`src/cacf_pkg.sv`:
```
// Package for the two-dimensional cell-averaging CFAR pixel detector.
// Holds the shared widths, register codes, reset values and the pipeline struct.
// No dependencies; every other file but the checker imports it.
package cacf_pkg;

  localparam int WIDTH_MAX_DEF  = 2048;
  localparam int HEIGHT_MAX_DEF = 4096;
  localparam int HALF_MAX_DEF   = 15;

  localparam int PIX_W       = 8;
  localparam int Q_FRAC      = 12;
  localparam int IMG_W_W     = 12;
  localparam int IMG_H_W     = 13;
  localparam int HALF_W      = 4;
  localparam int TS_W        = 16;
  localparam int OUT_ROW_W   = 12;
  localparam int OUT_COL_W   = 11;
  localparam int OUT_DATA_W  = 1 + OUT_ROW_W + OUT_COL_W;
  localparam int CFG_IDX_W   = 3;
  localparam int CFG_DATA_W  = 16;

  localparam logic [PIX_W-1:0]   PIXEL_FLOOR = 8'd100;
  localparam logic [IMG_W_W-1:0] RST_WIDTH   = 12'd640;
  localparam logic [IMG_H_W-1:0] RST_HEIGHT  = 13'd480;
  localparam logic [HALF_W-1:0]  RST_BG_HALF = 4'd5;
  localparam logic [HALF_W-1:0]  RST_GD_HALF = 4'd1;
  localparam logic [TS_W-1:0]    RST_THRESH  = 16'd3686;

  typedef enum logic [CFG_IDX_W-1:0] {
    REG_WIDTH      = 3'd0,
    REG_HEIGHT     = 3'd1,
    REG_BG_HALF    = 3'd2,
    REG_GUARD_HALF = 3'd3,
    REG_THRESH     = 3'd4
  } cfg_reg_t;

  // Bookkeeping that travels with every window step down the pipeline.
  typedef struct packed {
    logic                 virt;
    logic                 rstart;
    logic                 emit;
    logic                 last;
    logic [OUT_ROW_W-1:0] row;
    logic [OUT_COL_W-1:0] col;
  } step_t;

endpackage

```
`src/cacf_judge.sv`:
```
// Threshold decision and result register for the CFAR detector.
// Cross-multiplies pixel by cell count against threshold by window sum,
// then holds the result beat for the output channel. Depends on cacf_pkg.
module cacf_judge #(
  parameter int HALF_MAX = cacf_pkg::HALF_MAX_DEF,
  localparam int RING   = 2 * HALF_MAX + 1,
  localparam int HW     = $clog2(HALF_MAX + 1),
  localparam int WS_W   = $clog2(RING * RING * 255 + 1),
  localparam int CELL_W = $clog2(RING * RING + 1)
) (
  input  logic                            clk,
  input  logic                            rst_n,
  input  logic                            adv,
  input  logic [HW-1:0]                   eff_b,
  input  logic [HW-1:0]                   guard_h,
  input  logic                            guard_ok,
  input  logic [cacf_pkg::TS_W-1:0]       thresh,
  input  logic                            s5_valid,
  input  cacf_pkg::step_t                 s5_step,
  input  logic [WS_W-1:0]                 ws,
  input  logic [WS_W-1:0]                 gws,
  input  logic [7:0]                      p,
  output logic                            out_valid_r,
  output logic                            det_r,
  output logic [cacf_pkg::OUT_ROW_W-1:0]  row_r,
  output logic [cacf_pkg::OUT_COL_W-1:0]  col_r,
  output logic                            last_r
);
  import cacf_pkg::*;

  localparam int PP_W  = PIX_W + CELL_W;
  localparam int PT_W  = TS_W + WS_W;
  localparam int LHS_W = PP_W + Q_FRAC;
  localparam int CMP_W = (LHS_W > PT_W) ? LHS_W : PT_W;

  logic [CELL_W-1:0] side_b, side_g, cells;
  logic [WS_W-1:0]   s_diff;
  logic              s6_valid_r, s6_pass_r;
  step_t             s6_step_r;
  logic [PP_W-1:0]   s6_pp_r;
  logic [PT_W-1:0]   s6_pt_r;
  logic              det_nxt;

  assign side_b = CELL_W'({eff_b, 1'b1});
  assign side_g = CELL_W'({guard_h, 1'b1});
  assign cells  = side_b * side_b - side_g * side_g;
  assign s_diff = ws - gws;

  assign det_nxt = s6_pass_r &&
                   (CMP_W'({s6_pp_r, {Q_FRAC{1'b0}}}) > CMP_W'(s6_pt_r));

  always_ff @(posedge clk) begin
    if (!rst_n) begin
      s6_valid_r  <= 1'b0;
      out_valid_r <= 1'b0;
    end else if (adv) begin
      s6_valid_r  <= s5_valid;
      out_valid_r <= s6_valid_r && s6_step_r.emit;
    end
  end

  always_ff @(posedge clk) begin
    if (adv) begin
      s6_step_r <= s5_step;
      s6_pass_r <= guard_ok && (p > PIXEL_FLOOR);
      s6_pp_r   <= PP_W'(p) * PP_W'(cells);
      s6_pt_r   <= PT_W'(thresh) * PT_W'(s_diff);
      det_r     <= det_nxt;
      row_r     <= s6_step_r.row;
      col_r     <= s6_step_r.col;
      last_r    <= s6_step_r.last;
    end
  end

endmodule

```
`config.mk`:
```
export PLATFORM = sky130hd
export DESIGN_NAME = cacf_judge
export DESIGN_NICKNAME = d
export VERILOG_FILES = /design/src/cacf_pkg.sv /design/src/cacf_judge.sv
export SDC_FILE = /design/constraint.sdc
export NUM_CORES = 1
export LEC_CHECK = 0
export BUFFER_PORTS_ARGS = -buffer_cell sky130_fd_sc_hd__buf_2
export CAP_MARGIN = 0
export CELL_PAD_IN_SITES_DETAIL_PLACEMENT = 0
export CELL_PAD_IN_SITES_GLOBAL_PLACEMENT = 1
export CORE_MARGIN = 2
export CORE_UTILIZATION = 45
export DETAILED_ROUTE_END_ITERATION = 8
export PLACE_DENSITY = 0.88
export SYNTH_ARGS = -nofsm -noshare
export SYNTH_HDL_FRONTEND = slang
export SYNTH_SLANG_ARGS = --single-unit
```
`constraint.sdc`:
```
create_clock -name clk -period 9 [get_ports clk]
set_input_delay 1.35 -clock clk [delete_from_list [all_inputs] [get_ports clk]]
set_output_delay 1.35 -clock clk [all_outputs]
set_load 0.02 [all_outputs]
```
==> results of run 1 <==
==> area by class of cell <==
cell class / count / area share
inverter: 405 / 0.0740
multi-input combinational: 1371 / 0.656
sequential: 103 / 0.149
clock inverter: 7 / 0.00426
clock buffer: 9 / 0.0110
timing repair buffer: 230 / 0.0728
tap: 532 / 0.0324
==> what timing repair did <==
item	4_1_cts	5_1_grt
setup endpoints to repair	0	5
gates resized for setup	0	8
hold endpoints to repair	0	0
==> sequential cells by signal (all words and copies together) (netlist names) <==
signal       cells
s6_pt_r         34
col_r           11
row_r           12
det_r            1
s6_valid_r       1
out_valid_r      1
s6_pp_r         16
s6_pass_r        1
s6_step_r       25
last_r           1
==> worst max path at each step <==
stage	from	end	slack (ns)	depth (start not counted)
6_report	eff_b[0]	s6_pp_r[17]$_DFFE_PP_	0.35	31
5_1_grt	ws[0]	s6_pt_r[31]$_DFFE_PP_	0.002	28
4_1_cts	eff_b[0]	s6_pp_r[16]$_DFFE_PP_	0.12	31
3_5_place_dp	eff_b[0]	s6_pp_r[16]$_DFFE_PP_	-0.22	31
3_3_place_gp	eff_b[0]	s6_pp_r[17]$_DFFE_PP_	-0.19	31
2_1_floorplan	guard_h[1]	s6_pp_r[16]$_DFFE_PP_	0.06	30
==> kinds of logic (layout without fill, tap and decap cells) <==
group | after synthesis | count (layout) | synth area share
AO/OA/AOI/OAI | 230 | 230 | 0.0854
XOR/XNOR | 58 | 58 | 0.0277
adder cells (fa/ha/maj) | 485 | 485 | 0.444
buffers and inverters | 489 | 651 | 0.101
flip-flops | 103 | 103 | 0.167
multiplexers | 3 | 3 | 0.00164
other | 1 | 1 | 0.000204
AND/OR/NAND/NOR | 594 | 594 | 0.172
==> cells in the final DEF (no fill, tap or decap), types with 17 or more instances in the layout <==
cell type and count:
sky130_fd_sc_hd__inv_1 404, sky130_fd_sc_hd__fa_1 279, sky130_fd_sc_hd__ha_1 205, sky130_fd_sc_hd__nand2_1 193, sky130_fd_sc_hd__and2_1 132, sky130_fd_sc_hd__buf_2 122
sky130_fd_sc_hd__buf_4 102, sky130_fd_sc_hd__edfxtp_1 101, sky130_fd_sc_hd__nor2b_1 54, sky130_fd_sc_hd__a21oi_1 51, sky130_fd_sc_hd__nor2_1 46, sky130_fd_sc_hd__xnor2_1 40
sky130_fd_sc_hd__o21ai_0 38, sky130_fd_sc_hd__a21o_1 29, sky130_fd_sc_hd__nand3_1 29, sky130_fd_sc_hd__nand2b_1 23, sky130_fd_sc_hd__a31oi_1 20, sky130_fd_sc_hd__nor3_1 18
sky130_fd_sc_hd__or4_1 18, sky130_fd_sc_hd__nor3b_1 17
==> through the flow <==
stage	hold slack, ns	cell area [um^2]	TNS (ns)	cells
finish	0.419	20600	0	2657
global route	0.424	20600	0	2657
CTS	0.421	20500	0	2657
detailed placement	0.405	20200	-0.569	2641
global placement	0.401	20200	-0.514	2641
floorplan	0.400	18400	0	1963
==> per-layer routing <==
metal  wire (um)  track usage  up-vias
met3        2420       0.0238       75
met1       17500        0.260     6740
met4         962       0.0559        0
li1            -            -     6570
met5           0            0        -
met2       20000        0.347      419
==> results.md, run 1 <==
- Quantity of hold-fixing buffers added after cts: 0
- Pin count of the biggest net entering global routing: between 90 and 100
- Cell with the most instances on the worst path: sky130_fd_sc_hd__fa_1
- Height of the chip: slightly above 200 um
- Final slew viol count: 0
- Number of enable flip-flop cells after synthesis: a little over 100
- Setup clock skew after layout: 0.00613 ns
- Min setup slack post-route: about 0.35 ns
- Combined area of all synthesized cells: roughly 18000 um^2
- Launch instance of the worst min-delay path: s6_step_r[3]$_DFFE_PP_
- Buffers & Inverters on Critical Path: 7
- Time the worst path needs with I/O delays and setup: 8.65 ns
- Area added between synthesis and finish: 11.9%
- Total vias in the final route: 13800
- Core Box Area: slightly above 40000 um^2
- FF+latch area: between 3000 and 4000 um^2
- Number of port buffers: around 120
- Horiz. Die Dim: 206 um
- Max Buffers Root-to-Sink: 2
- Total Routing Usage GR: 0.199
- Capture point of the worst reg-to-reg path: det_r$_DFFE_PP_
- Gate count after technology mapping: ~2000
- Master of the slowest instance on the critical path: sky130_fd_sc_hd__fa_1
- Worst-case register-to-register setup slack: between 6 and 7 ns
- Wire length of the first global-routing pass: around 68000 um
- Total setup violations reported at the end of the flow: 0
- Outcome: complete, no violations
- Startpoint of the lowest-slack register-to-register path: s6_pp_r[3]$_DFFE_PP_
- CTS tree: yes
- Final weighted congestion in routability-driven placement: 0.887
- WL/cell: around 15 um
- Delay of the slowest critical-path stage: approximately 0.57 ns
- Reg clk slew, reported paths: approximately 0.070 ns
- Post-synth cell types: a little under 70
- Number of global-route vias before repair: ~14000
- DRC errors left: 0
- # fillers: 3731
- Most instantiated library cell after synthesis: sky130_fd_sc_hd__inv_1
- Initial antenna violation count: 0
- # Post-CTS Setup Buffers: 0
- Category of the most critical setup path: in -> reg
- Number of antenna cells inserted: 0
- Commonest register cell after synthesis: sky130_fd_sc_hd__edfxtp_1
- First-pass iteration count of the detailed router: 5
- Total wire length after detailed routing: ~41000 um
- Share of final-layout standard cells stronger than drive strength 1: 0.129
- Effective utilization at floorplan: 0.453
- Number of stages on the worst hold path: 0
- Count of clock tree sinks: between 100 and 150
- Number of DRC violations after detailed-routing iteration 0: slightly above 600
- Mean cell area of the mapped netlist: 9.36 um^2
- Library cell with the largest summed area after synthesis: sky130_fd_sc_hd__fa_1
- Count of final hold-check violations: 0
- Final #Nets: 2705
- Area of the die: around 42000 um^2
- Min-delay worst type: reg -> reg
- CTS HTree Levels: 3
- Number of CTS-inserted buffers: 9
- Total overflow reported by the global router: 0
- Remaining number of nets flagged by the antenna check after routing: 0
- Synth Net Count: roughly 2500
- Critical path launch point type: input pin
- Worst-path fanout max: 4
- Final critical-path share of the clock period: 0.961
- Via density per instance: 5.20
- Placement Setup Slack: -0.222 ns
- Later-pin clock latency in the skew report: 0.34 ns
- Setup repair after global routing missed its margin: no
- Commonest cells in the netlist: sky130_fd_sc_hd__inv_1 (404), sky130_fd_sc_hd__fa_1 (279), sky130_fd_sc_hd__ha_1 (206)
- Max-cap viol count: 0
- Placed wire-length estimate: roughly 33000 um
- Dominant delay contributor by cell family on the critical path: adder cells
- Num rows: 74
- Worst-case hold path end point: col_r[3]$_DFFE_PP_
- Number of warnings reported in the yosys synthesis log: 0
- Worst max-slew margin expressed relative to the limit: 0.262
- Crit. End Element: register
- Transition time at the pin with the least slew margin: between 1 and 1.5 ns
- Dominant cells by area after synthesis: sky130_fd_sc_hd__fa_1 (30%), sky130_fd_sc_hd__edfxtp_1 (17%), sky130_fd_sc_hd__ha_1 (14%)
- Data arrival time at the worst-slack endpoint: approximately 8.7 ns
- #FFs+latches synth: just over 100
- Portion of the post-synthesis area used by sequential elements: 0.167
- I/O pin cnt: ~130
- Clock tree root buffer cell: sky130_fd_sc_hd__clkbuf_16
- Final core utilization: 0.507
- Worst R2R Path Depth: 7
- Area of the multi-input gates: between 10000 and 15000 um^2
- Top-area cell type share of the netlist area: 0.304
- Async set-reset flop share out of synthesis: 0
- Required time of the worst setup path: around 9 ns
- Max Clock Freq: 0.116 GHz
Power of run 1 is not shown: default switching activity piles up to over one toggle a cycle in this logic, so the estimate is an artifact.
==> run 2, diff against run 1 <==
Settings changed: PLACE_DENSITY 0.88 to 0.91.
==> results.md, run 2 (synthesized netlist as in run 1, its figures left out) <==
- Area of the die: 42400 um^2
- First-pass iteration count of the detailed router: 5
- Worst setup path startpoint: eff_b[2]
- Required time of the worst setup path: ~9 ns
- Final slew viol count: 0
- Min setup slack post-route: about 0.33 ns
- Delay of the slowest critical-path stage: approximately 0.55 ns
- Worst max-slew margin expressed relative to the limit: 0.362
- Master of the slowest instance on the critical path: sky130_fd_sc_hd__fa_1
- Wire length of the first global-routing pass: between 60000 and 70000 um
- I/O pin cnt: between 100 and 150
- Reg clk slew, reported paths: around 0.08 ns
- Max-cap viol count: 0
- Total Routing Usage GR: 0.195
- WL/cell: ~15 um
- Number of global-route vias before repair: between 10000 and 15000
- Area of the multi-input gates: approximately 14000 um^2
- DRC errors left: 0
- Outcome: complete, no violations
- Critical path launch point type: input pin
- Number of CTS-inserted buffers: 9
- Final critical-path share of the clock period: 0.963
- Commonest non-fill, non-tap cell in the layout: sky130_fd_sc_hd__inv_1
- Area added between synthesis and finish: 11.6%
- Launch instance of the worst min-delay path: s6_step_r[22]$_DFFE_PP_
- Number of antenna cells inserted: 0
- Largest registers in the final layout: s6_pt_r: 34 flops, s6_step_r: 25 flops, s6_pp_r: 16 flops
- Pin count of the biggest net entering global routing: between 50 and 60
- Min-delay worst type: reg -> reg
- Effective utilization at floorplan: 0.453
- Category of the most critical setup path: in -> reg
- Placed wire-length estimate: ~33000 um
- Time the worst path needs with I/O delays and setup: ~8.7 ns
- Top register by number of flip-flops: s6_pt_r
- Count of clock tree sinks: about 100
- Number of port buffers: 123
- Final instance area: around 20000 um^2
- Clock tree root buffer cell: sky130_fd_sc_hd__clkbuf_16
- Worst-case hold slack: about 0.43 ns
- Horiz. Die Dim: 206 um
- Total wire length after detailed routing: about 40000 um
- Share of final-layout standard cells stronger than drive strength 1: 0.127
- Remaining number of nets flagged by the antenna check after routing: 0
- Total vias in the final route: ~14000
- Total setup violations reported at the end of the flow: 0
- # fillers: approximately 3700
- FF+latch area: between 3000 and 4000 um^2
- Post-detailed-placement cell area: about 20000 um^2
- Initial antenna violation count: 0
- Most used cells in the layout excluding fill and tap cells: sky130_fd_sc_hd__inv_1 (404), sky130_fd_sc_hd__fa_1 (279), sky130_fd_sc_hd__ha_1 (206), sky130_fd_sc_hd__nand2_1 (193), sky130_fd_sc_hd__and2_1 (132)
- Final #Nets: ~2700
- Height of the chip: a little over 200 um
- Num rows: 74
- Cell with the most instances on the worst path: sky130_fd_sc_hd__fa_1
- Crit. End Element: register
- Data arrival time at the worst-slack endpoint: around 9 ns
- Total overflow reported by the global router: 0
- Core Box Area: 40600 um^2
- Final weighted congestion in routability-driven placement: 0.883
- Number of DRC violations after detailed-routing iteration 0: about 630
- Later-pin clock latency in the skew report: 0.34 ns
- Placement Setup Slack: -0.220 ns
- Startpoint of the lowest-slack register-to-register path: s6_pp_r[3]$_DFFE_PP_
- CTS tree: yes
- Count of final hold-check violations: 0
- Number of flip-flops in the largest register: 34
- Worst-path fanout max: 4
- Transition time at the pin with the least slew margin: between 0.9 and 1 ns
- Max Buffers Root-to-Sink: 2
- Max Clock Freq: approximately 0.12 GHz
- Setup clock skew after layout: 0.00824 ns
- Via density per instance: approximately 5.2
- CTS HTree Levels: 3
==> run 2: area by class of cell <==
| cell class | count | share of cell area |
|---|---|---|
| Multi-Input combinational cell | 1371 | 0.659 |
| Timing Repair Buffer | 220 | 0.0681 |
| Inverter | 405 | 0.0742 |
| Clock inverter | 7 | 0.00488 |
| Tap cell | 532 | 0.0325 |
| Clock buffer | 9 | 0.0110 |
| Sequential cell | 103 | 0.150 |
==> run 2: path summary, 6_finish.rpt <==
check        depth (start not counted)  slack, ns               endpoint
max                                 31       0.33  s6_pp_r[17]$_DFFE_PP_
min                                  0       0.43    row_r[11]$_DFFE_PP_
max reg2reg                          7       6.86        det_r$_DFFE_PP_
min reg2reg                          0       0.43    row_r[11]$_DFFE_PP_
==> run 2: critical path, delay by kind of cell <==
kind | cells | cell delay (ns)
buffers and inverters | 5 | 0.30
XOR/XNOR | 3 | 0.54
AO/OA/AOI/OAI | 7 | 0.98
adder cells (fa/ha/maj) | 11 | 4.69
AND/OR/NAND/NOR | 5 | 0.88
==> run 2: repair_timing <==
item,in CTS,in global routing
resized for setup,0,12
hold endpoints to repair,0,0
endpoints found under the setup margin,0,9
hold buffers,0,0
buffers inserted,0,0
==> run 2: metrics by stage <==
step                       util  cells  TNS (ns)
after global routing      0.505   2647  -0.00195
after CTS                 0.504   2647         0
final                     0.505   2647         0
after detailed placement  0.496   2631    -0.576
after floorplan               -   1963         0
after global placement    0.496   2631    -0.461
==> run 2: metal layers <==
layer,GRT usage,part of all wire
met5,0,0
met4,0.0538,0.024
met3,0.0207,0.049
met2,0.344,0.49
met1,0.253,0.44
Power of run 2 is left out for the same reason.
==> run 3, diff against run 2 <==
Settings changed: CELL_PAD_IN_SITES_DETAIL_PLACEMENT 0 to 1.
Clock period 9 ns to 7.8 ns, I/O delays scaled along.
==> results.md, run 3 <==
- Horiz. Die Dim: 206 um
- Number of port buffers: 123
- Error message: [ERROR GRT-0232] Routing congestion too high. Check the congestion heatmap in the GUI.
- Number of enable flip-flop cells after synthesis: slightly above 100
- Portion of the post-synthesis area used by sequential elements: 0.167
- Total Routing Usage GR: 0.623
- I/O pin cnt: ~130
- Final weighted congestion in routability-driven placement: between 0.8 and 0.9
- Number of CTS-inserted buffers: 9
- CTS HTree Levels: 3
- Placed wire-length estimate: between 50000 and 60000 um
- Worst endpoint after global-route timing repair: s6_pp_r[17]$_DFFE_PP_/D
- Effective utilization at floorplan: 0.453
- Synth Net Count: approximately 2500
- Num rows: between 70 and 80
- Library cell with the largest summed area after synthesis: sky130_fd_sc_hd__fa_1
- Clock tree root buffer cell: sky130_fd_sc_hd__clkbuf_16
- Worst endpoint type: register data pin
- Count of clock tree sinks: ~100
- Pin count of the biggest net entering global routing: 55
- Number of warnings reported in the yosys synthesis log: 0
- Async set-reset flop share out of synthesis: 0
- Top-area cell type share of the netlist area: 0.304
- Mean cell area of the mapped netlist: between 9 and 10 um^2
- Gate count after technology mapping: roughly 2000
- Outcome: stopped before the end
- Combined area of all synthesized cells: around 18000 um^2
- #FFs+latches synth: a little over 100
- Dominant cells by area after synthesis: sky130_fd_sc_hd__fa_1 (30%), sky130_fd_sc_hd__edfxtp_1 (17%), sky130_fd_sc_hd__ha_1 (14%)
- Most instantiated library cell after synthesis: sky130_fd_sc_hd__inv_1
- Post-synth cell types: roughly 70
- Total overflow reported by the global router: 15
- Commonest cells in the netlist: sky130_fd_sc_hd__inv_1 (404), sky130_fd_sc_hd__fa_1 (279), sky130_fd_sc_hd__ha_1 (206)
- Height of the chip: 206 um
- Commonest register cell after synthesis: sky130_fd_sc_hd__edfxtp_1
- Max Buffers Root-to-Sink: 2
- Stopped at: 5_1_grt
-- run 3: logic make-up after synthesis --
logic type	count (synthesis)	synth area share
flops	103	0.167
simple gates	594	0.172
fa+ha+maj	485	0.444
buf+inv	489	0.101
compound gates	230	0.0854
xor+xnor	58	0.0277
other cells	1	0.000204
mux	3	0.00164
-- run 3: what timing repair did --
item / CTS
gates cloned: 2
endpoints found under the setup margin: 30
resized for setup: 256
pin swaps: 128
buffers inserted: 66
hold buffers: 0
-- run 3: stage by stage --
step | utilization | worst slack (ns) | area (um^2) | std cells | TNS (ns)
CTS | 0.578 | -0.596 | 23400 | 2851 | -3.86
detailed placement | 0.528 | -1.36 | 21400 | 2769 | -31.78
global placement | 0.528 | -0.819 | 21400 | 2769 | -14.71
floorplan | - | -0.517 | 18700 | 1963 | -2.00
-- run 3: layer usage --
layer,GRT overflow,track usage
met5,0,0.180
met4,6,0.634
met3,0,0.472
met2,9,0.802
met1,0,0.601
==> run 4, diff against run 3 <==
Settings changed: CELL_PAD_IN_SITES_DETAIL_PLACEMENT 1 to unset, CELL_PAD_IN_SITES_GLOBAL_PLACEMENT 1 to unset, CORE_UTILIZATION 45 to 40, PLACE_DENSITY 0.91 to unset, PLACE_DENSITY_LB_ADDON set to 0.15.
Clock period 7.8 ns to 10.1 ns, I/O delays scaled along.
==> results.md, run 4 (synthesized netlist as in run 1, its figures left out) <==
- Outcome: complete, no violations
- Largest registers in the final layout: s6_pt_r: 34 flops, s6_step_r: 25 flops, s6_pp_r: 16 flops
- Number of antenna cells inserted: 0
- Worst R2R Path Depth: 7
- Time the worst path needs with I/O delays and setup: between 9 and 10 ns
- Category of the most critical setup path: in -> reg
- Clock tree root buffer cell: sky130_fd_sc_hd__clkbuf_16
- Final critical-path share of the clock period: 0.931
- Worst-path fanout max: 5
- Remaining number of nets flagged by the antenna check after routing: 0
- Max Clock Freq: 0.106 GHz
- Placed wire-length estimate: 33600 um
- Placement Setup Slack: ~0.33 ns
- Master of the slowest instance on the critical path: sky130_fd_sc_hd__fa_1
- Critical path launch point type: input pin
- Number of flip-flops in the largest register: 34
- DRC errors left: 0
- Number of port buffers: 123
- Worst-case hold path end point: row_r[11]$_DFFE_PP_
- Total setup violations reported at the end of the flow: 0
- Total Routing Usage GR: 0.182
- Worst-case hold slack: between 0.4 and 0.5 ns
- Commonest non-fill, non-tap cell in the layout: sky130_fd_sc_hd__inv_1
- Data arrival time at the worst-slack endpoint: around 9.5 ns
- Quantity of hold-fixing buffers added after cts: 0
- I/O pin cnt: ~130
- Launch instance of the worst min-delay path: s6_step_r[22]$_DFFE_PP_
- Post-CTS sizing: 0
- Min setup slack post-route: roughly 0.7 ns
- Reg clk slew, reported paths: around 0.07 ns
- Count of final hold-check violations: 0
- Max Buffers Root-to-Sink: 2
- Area added between synthesis and finish: 8.31%
- Total overflow reported by the global router: 0
- Cell with the most instances on the worst path: sky130_fd_sc_hd__fa_1
- Worst max-slew margin expressed relative to the limit: 0.282
- WL/cell: 15.7 um
- Setup repair after global routing missed its margin: no
- Area of the multi-input gates: 13400 um^2
- First-pass iteration count of the detailed router: 4
- Effective utilization at floorplan: 0.405
- Capture point of the worst reg-to-reg path: det_r$_DFFE_PP_
- Total Negative Setup Slacks: 0 ns
- Worst-case register-to-register setup slack: a little over 8 ns
- Wire length of the first global-routing pass: around 70000 um
- Final weighted congestion in routability-driven placement: 0.824
- Crit. End Element: register
- Horiz. Die Dim: 218 um
- FF+latch area: roughly 3100 um^2
- # Post-CTS Setup Buffers: 0
- Max-cap viol count: 0
- Required time of the worst setup path: 10.19 ns
- Transition time at the pin with the least slew margin: 1.07 ns
- Via density per instance: 5.00
- Total wire length after detailed routing: just over 40000 um
- Min-delay worst type: reg -> reg
- Number of CTS-inserted buffers: 9
- Total vias in the final route: approximately 13000
- Top register by number of flip-flops: s6_pt_r
- Setup clock skew after layout: around 0.0086 ns
- Number of stages on the worst hold path: 0
- Pin count of the biggest net entering global routing: 81
- Area of the die: about 48000 um^2
- Number of global-route vias before repair: 14100
- Share of final-layout standard cells stronger than drive strength 1: 0.0901
- Most used cells in the layout excluding fill and tap cells: sky130_fd_sc_hd__inv_1 (404), sky130_fd_sc_hd__fa_1 (279), sky130_fd_sc_hd__ha_1 (206), sky130_fd_sc_hd__nand2_1 (193), sky130_fd_sc_hd__and2_1 (133)
- Later-pin clock latency in the skew report: ~0.35 ns
- Count of clock tree sinks: approximately 100
- Core Box Area: roughly 45000 um^2
- Height of the chip: 218 um
- Final slew viol count: 0
- Initial antenna violation count: 0
- CTS HTree Levels: 3
- Num rows: around 80
- # fillers: around 4400
- Startpoint of the lowest-slack register-to-register path: s6_pp_r[3]$_DFFE_PP_
- Number of DRC violations after detailed-routing iteration 0: between 500 and 600
- CTS tree: yes
- Delay of the slowest critical-path stage: between 0.5 and 0.6 ns
- Final #Nets: roughly 2600
-- run 4: area by class of cell --
cell class | count | area share
repair buffers | 148 | 0.0405
flip-flops and latches | 103 | 0.154
inverters | 405 | 0.0764
well taps | 600 | 0.0377
clock inverters | 6 | 0.00333
clock buffers | 10 | 0.0115
multi-input cells | 1371 | 0.676
-- run 4: how the worst max path moves through the flow --
stage	end	depth (start not counted)	slack, ns	from
global route	s6_pp_r[17]$_DFFE_PP_	31	0.25	eff_b[0]
floorplan	s6_pp_r[17]$_DFFE_PP_	29	0.81	guard_h[1]
CTS	s6_pp_r[16]$_DFFE_PP_	31	0.68	eff_b[0]
finish	s6_pp_r[17]$_DFFE_PP_	31	0.70	eff_b[0]
detailed placement	s6_pp_r[16]$_DFFE_PP_	31	0.33	eff_b[0]
global placement	s6_pp_r[16]$_DFFE_PP_	31	0.36	eff_b[0]
-- run 4: critical path: cells and delay by family --
kind / cells / cell delay [ns]
fa+ha+maj: 12 / 5.00
compound gates: 7 / 1.20
simple gates: 5 / 1.07
xor+xnor: 2 / 0.40
buf+inv: 5 / 0.32
-- run 4: metal layers --
layer / GRT usage / vias up / share of wire / wire length [um]
li1: - / 6408 / - / -
met1: 0.249 / 6523 / 0.47 / 19600
met2: 0.317 / 229 / 0.48 / 20000
met3: 0.0111 / 43 / 0.027 / 1100
met4: 0.0404 / 0 / 0.017 / 689
met5: 0 / - / 0 / 0
-- run 4: through the flow --
| stage | instances | util | cell area, um^2 |
|---|---|---|---|
| global placement | 2627 | 0.432 | 19600 |
| detailed placement | 2627 | 0.432 | 19600 |
| global route | 2643 | 0.438 | 19900 |
| finish | 2643 | 0.438 | 19900 |
| CTS | 2643 | 0.438 | 19900 |
| floorplan | 1963 | - | 18400 |
Power of run 4 is left out for the same reason.
